### config.mk
export PLATFORM = sky130hd
export DESIGN_NAME = string_to_integer_parser
export DESIGN_NICKNAME = d
export VERILOG_FILES = /design/src/rtl/stip_pkg.sv /design/src/rtl/stip_step.sv /design/src/rtl/string_to_integer_parser.sv
export VERILOG_INCLUDE_DIRS = /design/src /design/src/rtl
export SDC_FILE = /design/constraint.sdc
export NUM_CORES = 2
export LEC_CHECK = 0
export ABC_AREA = 1
export ABC_CLOCK_PERIOD_IN_PS = 24000
export BUFFER_PORTS_ARGS = -buffer_cell sky130_fd_sc_hd__buf_2
export CAP_MARGIN = 30
export CELL_PAD_IN_SITES_DETAIL_PLACEMENT = 0
export CELL_PAD_IN_SITES_GLOBAL_PLACEMENT = 2
export CORE_ASPECT_RATIO = 0.9
export CORE_MARGIN = 2
export CORE_UTILIZATION = 30
export DETAILED_ROUTE_END_ITERATION = 16
export PLACE_DENSITY_LB_ADDON = 0.1
export SYNTH_ARGS = -nofsm -noshare
export SYNTH_HDL_FRONTEND = slang
export SYNTH_SLANG_ARGS = --single-unit
### constraint.sdc
create_clock -name aclk -period 24 [get_ports aclk]
set_clock_uncertainty 0.05 [all_clocks]
set_input_delay 2.4 -clock aclk [delete_from_list [all_inputs] [get_ports aclk]]
set_output_delay 2.4 -clock aclk [all_outputs]
set_load 0.005 [all_outputs]
### src/rtl/assert_macros.svh
// assertion macros used by the parser top level
`ifndef ASSERT_MACROS_SVH
`define ASSERT_MACROS_SVH

// expression must hold at every clock edge out of reset
`define ASSERT_ALWAYS(lbl, expr, msg) \
    lbl: assert property (@(posedge aclk) disable iff (!aresetn) (expr)) else $error(msg);

// consequent must hold in the cycle after the antecedent
`define ASSERT_NEXT(lbl, ante, cons, msg) \
    lbl: assert property (@(posedge aclk) disable iff (!aresetn) (ante) |=> (cons)) \
        else $error(msg);

`endif

### src/rtl/stip_pkg.sv
// types and constants of the string to integer parser
`default_nettype none

package stip_pkg;

    // parse phase codes
    localparam logic [2:0] PH_SPACE  = 3'd0;
    localparam logic [2:0] PH_SIGNED = 3'd1;
    localparam logic [2:0] PH_ZERO   = 3'd2;
    localparam logic [2:0] PH_HEXPFX = 3'd3;
    localparam logic [2:0] PH_DIGITS = 3'd4;
    localparam logic [2:0] PH_DONE   = 3'd5;

    // magnitude limits of the two result ranges
    localparam logic [63:0] LIM64_POS = 64'h7FFF_FFFF_FFFF_FFFF;
    localparam logic [63:0] LIM64_NEG = 64'h8000_0000_0000_0000;
    localparam logic [63:0] LIM32_POS = 64'h0000_0000_7FFF_FFFF;
    localparam logic [63:0] LIM32_NEG = 64'h0000_0000_8000_0000;

    localparam logic [5:0] RADIX_RESET = 6'd10;

    // register indexes on the config port
    localparam logic REG_RADIX  = 1'b0;
    localparam logic REG_NARROW = 1'b1;

    // parse state carried from one character to the next
    typedef struct packed {
        logic [2:0]  phase;
        logic [63:0] acc;
        logic        neg;
        logic [5:0]  act_radix;
        logic        ovf;
        logic        dig;
    } stip_state_t;

endpackage

`default_nettype wire

### src/rtl/stip_step.sv
// one character step of the parser: phase update and multiply-add of the magnitude
`default_nettype none

module stip_step (
    input  wire stip_pkg::stip_state_t cur,
    input  wire logic [7:0]            ch,
    input  wire logic [5:0]            radix,
    input  wire logic                  narrow,
    output stip_pkg::stip_state_t      st_out,
    output logic                       mark_end
);

    // value of a digit character, 63 for anything else
    function automatic logic [5:0] digit_value(input logic [7:0] c);
        logic [5:0] v;
        if (c >= 8'h30 && c <= 8'h39) begin
            v = 6'(c - 8'h30);
        end else if (c >= 8'h61 && c <= 8'h7A) begin
            v = 6'(c - 8'h61 + 8'd10);
        end else if (c >= 8'h41 && c <= 8'h5A) begin
            v = 6'(c - 8'h41 + 8'd10);
        end else begin
            v = 6'd63;
        end
        return v;
    endfunction

    localparam logic [7:0] CH_ZERO  = 8'h30;
    localparam logic [7:0] CH_LOW_X = 8'h78;
    localparam logic [7:0] CH_UP_X  = 8'h58;
    localparam logic [7:0] CH_MINUS = 8'h2D;
    localparam logic [7:0] CH_PLUS  = 8'h2B;
    localparam logic [7:0] CH_SPACE = 8'h20;

    logic [5:0]  d;
    logic [5:0]  start_radix;
    logic [5:0]  eff_radix;
    logic        use_start;
    logic        zero_start;
    logic        blank;
    logic        radix_ok;
    logic [63:0] limit;
    logic [69:0] prod;
    logic [70:0] sum;
    logic        over;

    assign d           = digit_value(ch);
    assign start_radix = (radix == 6'd0) ? 6'd10 : radix;
    assign use_start   = (cur.phase == stip_pkg::PH_SPACE) || (cur.phase == stip_pkg::PH_SIGNED);
    assign eff_radix   = use_start ? start_radix : cur.act_radix;
    assign zero_start  = (ch == CH_ZERO) && ((radix == 6'd0) || (radix == 6'd16));
    assign blank       = (ch == CH_SPACE) || (ch >= 8'd9 && ch <= 8'd13);
    assign radix_ok    = (eff_radix >= 6'd2) && (eff_radix <= 6'd36) && (d < eff_radix);

    always_comb begin
        if (narrow) begin
            limit = cur.neg ? stip_pkg::LIM32_NEG : stip_pkg::LIM32_POS;
        end else begin
            limit = cur.neg ? stip_pkg::LIM64_NEG : stip_pkg::LIM64_POS;
        end
    end

    // acc*r + d > limit is the same test as acc > (limit - d) / r
    assign prod = 70'(cur.acc) * 70'(eff_radix);
    assign sum  = 71'(prod) + 71'(d);
    assign over = cur.ovf || (cur.acc > limit) || (sum > 71'(limit));

    always_comb begin
        logic take;
        take     = 1'b0;
        st_out   = cur;
        mark_end = 1'b0;
        unique case (cur.phase)
            stip_pkg::PH_SPACE, stip_pkg::PH_SIGNED: begin
                if (cur.phase == stip_pkg::PH_SPACE && blank) begin
                    st_out = cur;
                end else if (cur.phase == stip_pkg::PH_SPACE && ch == CH_MINUS) begin
                    st_out.neg   = 1'b1;
                    st_out.phase = stip_pkg::PH_SIGNED;
                end else if (cur.phase == stip_pkg::PH_SPACE && ch == CH_PLUS) begin
                    st_out.phase = stip_pkg::PH_SIGNED;
                end else if (zero_start) begin
                    st_out.act_radix = (radix == 6'd0) ? 6'd8 : 6'd16;
                    st_out.dig       = 1'b1;
                    st_out.acc       = '0;
                    st_out.phase     = stip_pkg::PH_ZERO;
                    mark_end         = 1'b1;
                end else begin
                    st_out.act_radix = start_radix;
                    take             = 1'b1;
                end
            end
            stip_pkg::PH_ZERO: begin
                if (ch == CH_LOW_X || ch == CH_UP_X) begin
                    st_out.act_radix = 6'd16;
                    st_out.phase     = stip_pkg::PH_HEXPFX;
                end else begin
                    take = 1'b1;
                end
            end
            stip_pkg::PH_HEXPFX, stip_pkg::PH_DIGITS: begin
                take = 1'b1;
            end
            default: begin
                st_out.phase = stip_pkg::PH_DONE;
            end
        endcase

        if (take) begin
            if (!radix_ok) begin
                st_out.phase = stip_pkg::PH_DONE;
            end else begin
                st_out.acc   = over ? limit : sum[63:0];
                st_out.ovf   = over;
                st_out.dig   = 1'b1;
                st_out.phase = stip_pkg::PH_DIGITS;
                mark_end     = 1'b1;
            end
        end
    end

endmodule

`default_nettype wire

### src/rtl/string_to_integer_parser.sv
// top level of the string to integer parser with its stream and config ports
//
// usage:
// - characters arrive one per beat on the s_ channel, the byte in s_tdata, and s_tlast
//   marks the last character of a string; every string gives exactly one result beat
// - the m_ channel carries that result: value and consumed count in m_tdata,
//   overflow and digit flags in m_tuser
// - the apb port sets the radix (0 detects it from the prefix) and the 32-bit saturation
//   mode; write it only while no string is in flight
// - a character sits in the input register and is parsed from there into the parse state
//   or, when it ends a string, into the result register
// - throughput: one character per clock unless a final character waits; the loop that sets
//   it is the 64x6 bit multiply-add of the accumulator with its limit compare
// - when the receiver stalls, characters that end no string still flow through; a final
//   character waits in the input register until the result register is free
// - reset clears the parse state and both channels, radix returns to 10 and the
//   64-bit range is selected
`default_nettype none
`include "assert_macros.svh"

module string_to_integer_parser #(
    parameter int unsigned MAX_CHARS = 65535
) (
    input  wire logic        aclk,
    input  wire logic        aresetn,
    // input characters
    input  wire logic        s_tvalid,
    output logic             s_tready,
    input  wire logic [7:0]  s_tdata,   // ch_code
    input  wire logic        s_tlast,   // final_char
    // results
    output logic             m_tvalid,
    input  wire logic        m_tready,
    output logic [79:0]      m_tdata,   // number [63:0], consumed [79:64]
    output logic [1:0]       m_tuser,   // overflowed [0], digits_seen [1]
    // config registers
    input  wire logic        psel,
    input  wire logic        penable,
    input  wire logic        pwrite,
    input  wire logic [2:0]  paddr,
    input  wire logic [31:0] pwdata,
    output logic [31:0]      prdata,
    output logic             pready
);

    localparam int unsigned IDX_W = $clog2(MAX_CHARS + 1);
    localparam logic [IDX_W-1:0] MAX_IDX = IDX_W'(MAX_CHARS);

    // config registers
    logic [5:0] radix_reg;
    logic       narrow_reg;

    // input register
    logic       in_valid_reg, in_valid_next;
    logic [7:0] in_ch_reg;
    logic       in_fin_reg;

    // parse state
    stip_pkg::stip_state_t st_reg, st_next, st_step, st_after;
    logic [IDX_W-1:0]      char_idx_reg, char_idx_next;
    logic [IDX_W-1:0]      end_idx_reg, end_idx_next, end_after;

    // result register
    logic        m_valid_reg, m_valid_next;
    logic [79:0] m_data_reg;
    logic [1:0]  m_user_reg;

    logic        consume;
    logic        at_limit;
    logic        mark_end;
    logic [31:0] end_wide;
    logic [63:0] number;

    // apb: no wait states, registers decoded on the word address bit
    assign pready = 1'b1;

    always_ff @(posedge aclk) begin
        if (!aresetn) begin
            radix_reg  <= stip_pkg::RADIX_RESET;
            narrow_reg <= 1'b0;
        end else if (psel && penable && pwrite) begin
            unique case (paddr[2])
                stip_pkg::REG_RADIX:  radix_reg  <= pwdata[5:0];
                stip_pkg::REG_NARROW: narrow_reg <= pwdata[0];
                default:              radix_reg  <= radix_reg;
            endcase
        end
    end

    always_comb begin
        unique case (paddr[2])
            stip_pkg::REG_RADIX:  prdata = {26'd0, radix_reg};
            stip_pkg::REG_NARROW: prdata = {31'd0, narrow_reg};
            default:              prdata = '0;
        endcase
    end

    // a character leaves the input register unless it ends a string and the result is blocked
    assign consume  = in_valid_reg && (!in_fin_reg || !m_valid_reg || m_tready);
    assign s_tready = !in_valid_reg || consume;

    always_comb begin
        in_valid_next = in_valid_reg;
        if (s_tvalid && s_tready) begin
            in_valid_next = 1'b1;
        end else if (consume) begin
            in_valid_next = 1'b0;
        end
    end

    always_ff @(posedge aclk) begin
        if (!aresetn) begin
            in_valid_reg <= 1'b0;
        end else begin
            in_valid_reg <= in_valid_next;
        end
    end

    always_ff @(posedge aclk) begin
        if (s_tvalid && s_tready) begin
            in_ch_reg  <= s_tdata;
            in_fin_reg <= s_tlast;
        end
    end

    stip_step u_step (
        .cur      (st_reg),
        .ch       (in_ch_reg),
        .radix    (radix_reg),
        .narrow   (narrow_reg),
        .st_out   (st_step),
        .mark_end (mark_end)
    );

    // characters past the length limit end the number like a non-digit
    assign at_limit = (char_idx_reg >= MAX_IDX);

    always_comb begin
        st_after = st_step;
        if (at_limit) begin
            st_after       = st_reg;
            st_after.phase = stip_pkg::PH_DONE;
        end
        end_after = (!at_limit && mark_end) ? char_idx_reg + 1'b1 : end_idx_reg;
    end

    always_comb begin
        st_next       = st_reg;
        char_idx_next = char_idx_reg;
        end_idx_next  = end_idx_reg;
        if (consume) begin
            if (in_fin_reg) begin
                // string done: back to the start state
                st_next           = '0;
                st_next.phase     = stip_pkg::PH_SPACE;
                char_idx_next     = '0;
                end_idx_next      = '0;
            end else begin
                st_next       = st_after;
                end_idx_next  = end_after;
                char_idx_next = at_limit ? char_idx_reg : char_idx_reg + 1'b1;
            end
        end
    end

    always_ff @(posedge aclk) begin
        if (!aresetn) begin
            st_reg        <= '0;
            st_reg.phase  <= stip_pkg::PH_SPACE;
            char_idx_reg  <= '0;
            end_idx_reg   <= '0;
        end else begin
            st_reg        <= st_next;
            char_idx_reg  <= char_idx_next;
            end_idx_reg   <= end_idx_next;
        end
    end

    // result fields from the state after the final character
    assign end_wide = 32'(end_after);
    assign number   = st_after.neg ? (64'd0 - st_after.acc) : st_after.acc;

    always_comb begin
        m_valid_next = m_valid_reg;
        if (consume && in_fin_reg) begin
            m_valid_next = 1'b1;
        end else if (m_tready) begin
            m_valid_next = 1'b0;
        end
    end

    always_ff @(posedge aclk) begin
        if (!aresetn) begin
            m_valid_reg <= 1'b0;
        end else begin
            m_valid_reg <= m_valid_next;
        end
    end

    always_ff @(posedge aclk) begin
        if (consume && in_fin_reg) begin
            if (st_after.dig) begin
                m_data_reg <= {end_wide[15:0], number};
                m_user_reg <= {1'b1, st_after.ovf};
            end else begin
                m_data_reg <= '0;
                m_user_reg <= 2'b00;
            end
        end
    end

    assign m_tvalid = m_valid_reg;
    assign m_tdata  = m_data_reg;
    assign m_tuser  = m_user_reg;

    // a string without digits reports zero value and zero count
    `ASSERT_ALWAYS(a_nodigit_zero, !(m_tvalid && !m_tuser[1]) || (m_tdata == '0),
                   "no-digit result not zero")
    // overflow only comes with digits
    `ASSERT_ALWAYS(a_ovf_has_digit, !(m_tvalid && m_tuser[0]) || m_tuser[1],
                   "overflow without digits")
    // a final character never overwrites a result still waiting
    `ASSERT_ALWAYS(a_no_overwrite, !(consume && in_fin_reg && m_valid_reg && !m_tready),
                   "result overwritten")
    // the parse state is back at the start after a string ends
    `ASSERT_NEXT(a_state_clear, consume && in_fin_reg,
                 (st_reg.phase == stip_pkg::PH_SPACE) && (char_idx_reg == '0) && !st_reg.dig,
                 "state not cleared after string")

endmodule

`default_nettype wire
### After elaboration in Yosys (flattened, before gate mapping)

Index checks and enable logic that the tools add are counted.

| word-level totals | value |
|---|---|
| register bits after elaboration | 208 |
| latch bits | 0 |
| bits in writable memories | 0 |
| ROM bits | 0 |
| bits of input ports | 51 |
| output and inout port bits | 117 |
| word-level logic and storage cells | 163 |
| memories kept | 0 |

| operators by class | value |
|---|---|
| $add $sub $neg | 8 |
| $mul | 1 |
| divide/modulo/power cells | 0 |
| magnitude comparators | 14 |
| eq/ne operators | 20 |
| shift operators | 0 |
| mux-type cells | 61 |
| bitwise gates (word level) | 1 |
| reductions and logical operators | 41 |

Operators by type and width:

| cell | number |
|---|---|
| 64-bit 2-to-1 mux | 7 |
| 76-bit 2-to-1 mux | 2 |
| 67-bit 2-to-1 mux | 2 |
| 74-bit 2-to-1 mux | 1 |
| 70-bit by 6-bit adder with 71-bit output | 1 |
| 71-bit by 64-bit greater-than comparator with 1-bit output | 1 |
| 64-bit by 6-bit multiplier with 70-bit output | 1 |
| 65-bit 2-to-1 mux | 1 |
| 64-bit greater-than comparator | 1 |
| 16-bit 2-to-1 mux | 4 |
| 32-bit one-hot mux with 2 select lines | 1 |
| 1-bit by 64-bit subtractor with 64-bit output, first input constant | 1 |
| 6-bit 2-to-1 mux | 9 |
| 8-bit by 6-bit equality test with 1-bit output, second input constant | 4 |
| 32-bit 2-to-1 mux | 1 |
| 1-bit 2-to-1 mux | 23 |
| 16-bit by 1-bit adder with 16-bit output, second input constant | 1 |
| 8-bit by 7-bit equality test with 1-bit output, second input constant | 2 |
| 16-bit >= comparator, second input constant | 1 |
| 8-bit by 7-bit >= comparator with 1-bit output, second input constant | 2 |
| 8-bit by 7-bit <= comparator with 1-bit output, second input constant | 2 |
| 1-bit logical AND | 16 |
| 6-bit by 4-bit adder with 6-bit output, second input constant | 2 |
| 6-bit one-hot mux with 2 select lines | 1 |
| other kinds (36) | 59 |

### Longest topological paths before layout

| logic depth | value |
|---|---|
| depth after elaboration | 14 |
| depth in mapped cells | 63 |
| mapped depth without buffers | 60 |

### Modules after synthesis

A second synthesis with hierarchy kept.

| second synthesis, totals | value |
|---|---|
| cells, all modules | 4745 |
| area total of the unflattened synthesis | 31426.4 um^2 |

By module, submodules not included:

| module | instances | cells an instance | area each (um^2) | sequential area each (um^2) |
|---|---|---|---|---|
| stip_step | 1 | 3021 | 19551.3 | 0.0 |
| string_to_integer_parser | 1 | 1724 | 11875.1 | 5074.9 |

### Worst setup path after synthesis

OpenSTA, ideal clock, no wires.

| timing path | value |
|---|---|
| path type | register to register |
| start point | reg st_reg[74] (netlist bit) |
| end point | reg m_data_reg[42] (netlist: m_tdata[42]), data pin |
| setup time | 253 ps |
| arrival | 8114 ps |
| path slack | 15584 ps |
| stages on the path, launching flop included | 57 |
| period minus slack after synthesis | 8416 ps |
| path through | dfxtp_1 > nor2_2 > buf_2 > nand2_1 > o21ai_1 > clkbuf_1 > inv_1 > clkbuf_1 > nand2_1 > fa_1 > fa_1 > inv_1 > fa_1 > inv_1 > fa_1 > inv_1 > ha_1 > nand2_1 > (+21 left out) > nand2_4 > nand2_4 > buf_8 > nand3_1 > nand2_2 > inv_2 > ha_1 > nand3_2 > nor2_4 > nand2_2 > nor2_4 > nand2_2 > nand2_1 > nand2_2 > nor2_4 > nand2_1 > nor2_1 > nor2_1 |

| between the ends | value |
|---|---|
| cells in the longest elaborated chain, start to end | 13 |
| elaborated cells between the ends (all ways) | 42 |

Ends and longest elaborated chain:

| what | line | RTL |
|---|---|---|
| start, declared | string_to_integer_parser.sv:59 | `stip_pkg::stip_state_t st_reg, st_next, st_step, st_after;` |
| start signal, assigned | string_to_integer_parser.sv:173 | `st_reg <= st_next;` |
| 3-bit by 1-bit equality test with 1-bit output / 3-bit zero test (equally long branches) | stip_step.sv:49, stip_step.sv:73, stip_step.sv:75 |  |
| 1-bit logical OR | stip_step.sv:49 | `assign use_start = (cur.phase == stip_pkg::PH_SPACE) \|\| (cur.phase == stip_pkg::PH_SIGNED);` |
| 6-bit 2-to-1 mux | stip_step.sv:50 | `assign eff_radix = use_start ? start_radix : cur.act_radix;` |
| 64-bit by 6-bit multiplier with 70-bit output | stip_step.sv:64 | `assign prod = 70'(cur.acc) * 70'(eff_radix);` |
| 70-bit by 6-bit adder with 71-bit output | stip_step.sv:65 | `assign sum = 71'(prod) + 71'(d);` |
| 71-bit by 64-bit greater-than comparator with 1-bit output | stip_step.sv:66 | `assign over = cur.ovf \|\| (cur.acc > limit) \|\| (sum > 71'(limit));` |
| 1-bit logical OR | stip_step.sv:66 |  |
| 64-bit 2-to-1 mux | stip_step.sv:113 | `st_out.acc = over ? limit : sum[63:0];` |
| 64-bit 2-to-1 mux | stip_step.sv:110 | `if (!radix_ok) begin` |
| 67-bit 2-to-1 mux | stip_step.sv:109 | `if (take) begin` |
| 76-bit 2-to-1 mux (*) | string_to_integer_parser.sv:140 | `if (at_limit) begin` |
| 1-bit by 64-bit subtractor with 64-bit output | string_to_integer_parser.sv:181 | `assign number = st_after.neg ? (64'd0 - st_after.acc) : st_after.acc;` |
| 64-bit 2-to-1 mux | string_to_integer_parser.sv:181 |  |
| end signal, assigned | string_to_integer_parser.sv:203 | `m_data_reg <= {end_wide[15:0], number};` |
| end, declared | string_to_integer_parser.sv:65 | `logic [79:0] m_data_reg;` |

Every way passes the cells marked *; elsewhere a longest branch is shown, timed or not. The select of a mux whose other input is x is not followed.
A chain may end at the register's enable or synchronous reset.

### Worst setup path in the final report

| timing path | value |
|---|---|
| start point | reg st_reg[75] (netlist bit) |
| end point | reg m_data_reg[48] (netlist: m_tdata[48]), data pin |

The elaborated chain is that of the path after synthesis.

==> impl_metrics.toml <==
[worst_setup_path]
rr_worst_depth = 51
crit_path_start_kind = "flop"
crit_fanout = 56
worstSetupEndpointType = "flop"
slowest_stage = "nor2_2"
r2r_start = "st_reg[75]"
crit_required_ns = 24.33
critical_path_class = "reg -> reg"
crit_start = "st_reg[75]"
crit_path_max_incr_delay_ns = 0.72
cp_common_cell = "nand2_1"
r2r-end = "m_tdata[48]"
r2r_slack_ns = 11.21
worstSetupEndpoint = "m_tdata[48]"
cp.arrival_ns = 13.12

[synth]
synth-compound-area-share = 0.09783
muxShareOfSynthArea = 0.0003388
synth_area_um2 = 29540
ys.flop_type = "dfxtp_1"
synthAdderAreaFrac = 0.2957
syn_inst = 4220
avgSynthCellArea_um2 = 7.001
yosysTopAreaCell = "fa_1"
synthArstFlopShare = 0
ys_ff_latch = 208
synthXorXnorAreaFrac = 0.02105
synth_top_area_frac = 0.1708
synth_edf_count = 91
ys_seq_area_frac = 0.1718
synthSimpleGateAreaFrac = 0.3064
synth_top_family_by_area = "simple AND/OR/NAND/NOR gates"
ys_types = 66
synth_warnings = 0
ys_top_cells_by_area = "fa_1 17%, nand2_1 14%, ha_1 12%, edfxtp_1 9.2%, dfxtp_1 7.9%"

[route]
wl_per_cell_um = 20.03
drc = 0
viasPerCell = 4.772
vias = 26474
totalWireLength_um = 111100
drtIter0Drc = 1542
firstDrtPassIters = 5
drtAntennaViolNets = 0

[placement]
post_dp_cell_area_um2 = 31240
dp.cells = 5502
place_congestion = 0.8493
hpwl_um = 89820
numPortBuffers = 112

[cells_and_area]
fin_area_um2 = 32070
final_cell_mix = "1,069 x nand2_1, 603 x nor2_1, 542 x inv_1"
layout-drive-gt1-share = 0.09810
layout_commonest_cell = "nand2_1"
largest_reg_flops = 80
area_growth_pct = 8.542
final_cell_count_no_fill = 5548
nNetsFinal = 4851

[grt]
grt_pass1_vias = 26631
grt_pass1_wl_um = 169700
antenna_found_initial = 2
grt_usage = 0.2204
grt_max_degree = 75
grt_remaining_overflow = 0

[timing]
finalHoldViolCount = 0
worst_pin_slew_ns = 0.9816
min_period_ns = 12.79
relSlewSlack = 0.3449
final-max-slew-violation-count = 0
grt_setup_unrepaired = "no"
fin_tns_setup_ns = 0
finalCritPeriodShare = 0.5328
fmax_mhz = 78.21
setup_viol = 0

[outcome]
status = "finished clean"

[clocking]
cts_root_buffer = "clkbuf_16"
cts_buffer_depth = 3
cts_tree = "yes"
h-tree-depth = 1
clock_latency_ns = 0.58
cts_buffers = 24
cts_hold_buf = 0
cts.sinks = 208
cts_setup_buffers = 0
cts.clk_slew.worst_paths_ns = 0.07
cts_resized = 0

[floorplanning]
die_area_um2 = 101000
ioPinCount = 168
core-area_um2 = 97920
die_x_um = 334.8
rows = 109
die_y_um = 301.7
initial_core_util = 0.3017

[power_and_ir_drop]
p_total_mw = 1.032
max-vdd-ir-drop_uv = 39.31
power_density_nw_per_um2 = 32.19
power.leakage_nw = 16.63

[flow_run]
maxCapViolCount = 0

[worst_hold_path]
hp-class = "reg -> reg"
metrics by stage:
| stage | hold WS [ns] | worst slack (ns) | util |
|---|---|---|---|
| after floorplan | 0.3868 | 15.58 | - |
| after CTS | 0.4152 | 11.19 | 0.3272 |
| after global placement | 0.4001 | 11.15 | 0.3184 |
| after global routing | 0.4342 | 10.33 | 0.3275 |
| after detailed placement | 0.4043 | 11.25 | 0.3190 |
| final | 0.4114 | 11.21 | 0.3275 |
worst min-delay path by stage:
stage,from,endpoint,slack [ns],cells after the start
floorplan,st_reg[5],st_reg[5],0.39,2
global placement,end_idx_reg[7],end_idx_reg[7],0.40,2
detailed placement,end_idx_reg[7],end_idx_reg[7],0.40,2
CTS,end_idx_reg[7],end_idx_reg[7],0.42,2
global route,end_idx_reg[8],end_idx_reg[8],0.43,2
finish,end_idx_reg[7],end_idx_reg[7],0.41,2
synth_stat cells (all sizes together), types with 43 or more instances:
master     n
nand4     43
inv      582
o21ai    143
xor2      50
nor2     659
nand2   1132
edfxtp    91
a21oi    298
ha       295
nand3    176
dfxtp    117
buf       84
fa       252
clkbuf    80
layout make-up:
type                       instances  area [um^2]
fill                           11079        65850
multi-input combinational       3281        21490
sequential                       208         5076
inverter                         590         2221
tap                             1276         1597
timing repair buffer             148        880.8
clock buffer                      26        608.1
clock inverter                    18        187.7
antenna                            1        2.502
cell families after synthesis:
| family | count (synthesis) |
|---|---|
| simple gates | 2108 |
| buf+inv | 756 |
| fa+ha+maj | 547 |
| compound gates | 527 |
| flops | 208 |
| xor+xnor | 71 |
| other cells | 2 |
| mux | 1 |
critical path: cells and delay by family (launching register included):
kind | cells | cell delay [ns]
simple gates | 27 | 5.31
fa+ha+maj | 7 | 3.06
buf+inv | 12 | 2.70
compound gates | 4 | 0.86
flops | 1 | 0.35
xor+xnor | 1 | 0.16
routing by layer:
metal,track usage,part of all wire,vias up
met5,0,0,-
met4,0.03929,0.019,0
met3,0.01820,0.031,77
met2,0.3566,0.45,433
met1,0.3225,0.50,12588
li1,-,-,13376
power by group:
part	internal [mW]	switching, mW
Clock	0.210	0.176
Combinational	0.0643	0.200
Sequential	0.377	0.00531
No activity file was read; power rests on OpenSTA's default activity.
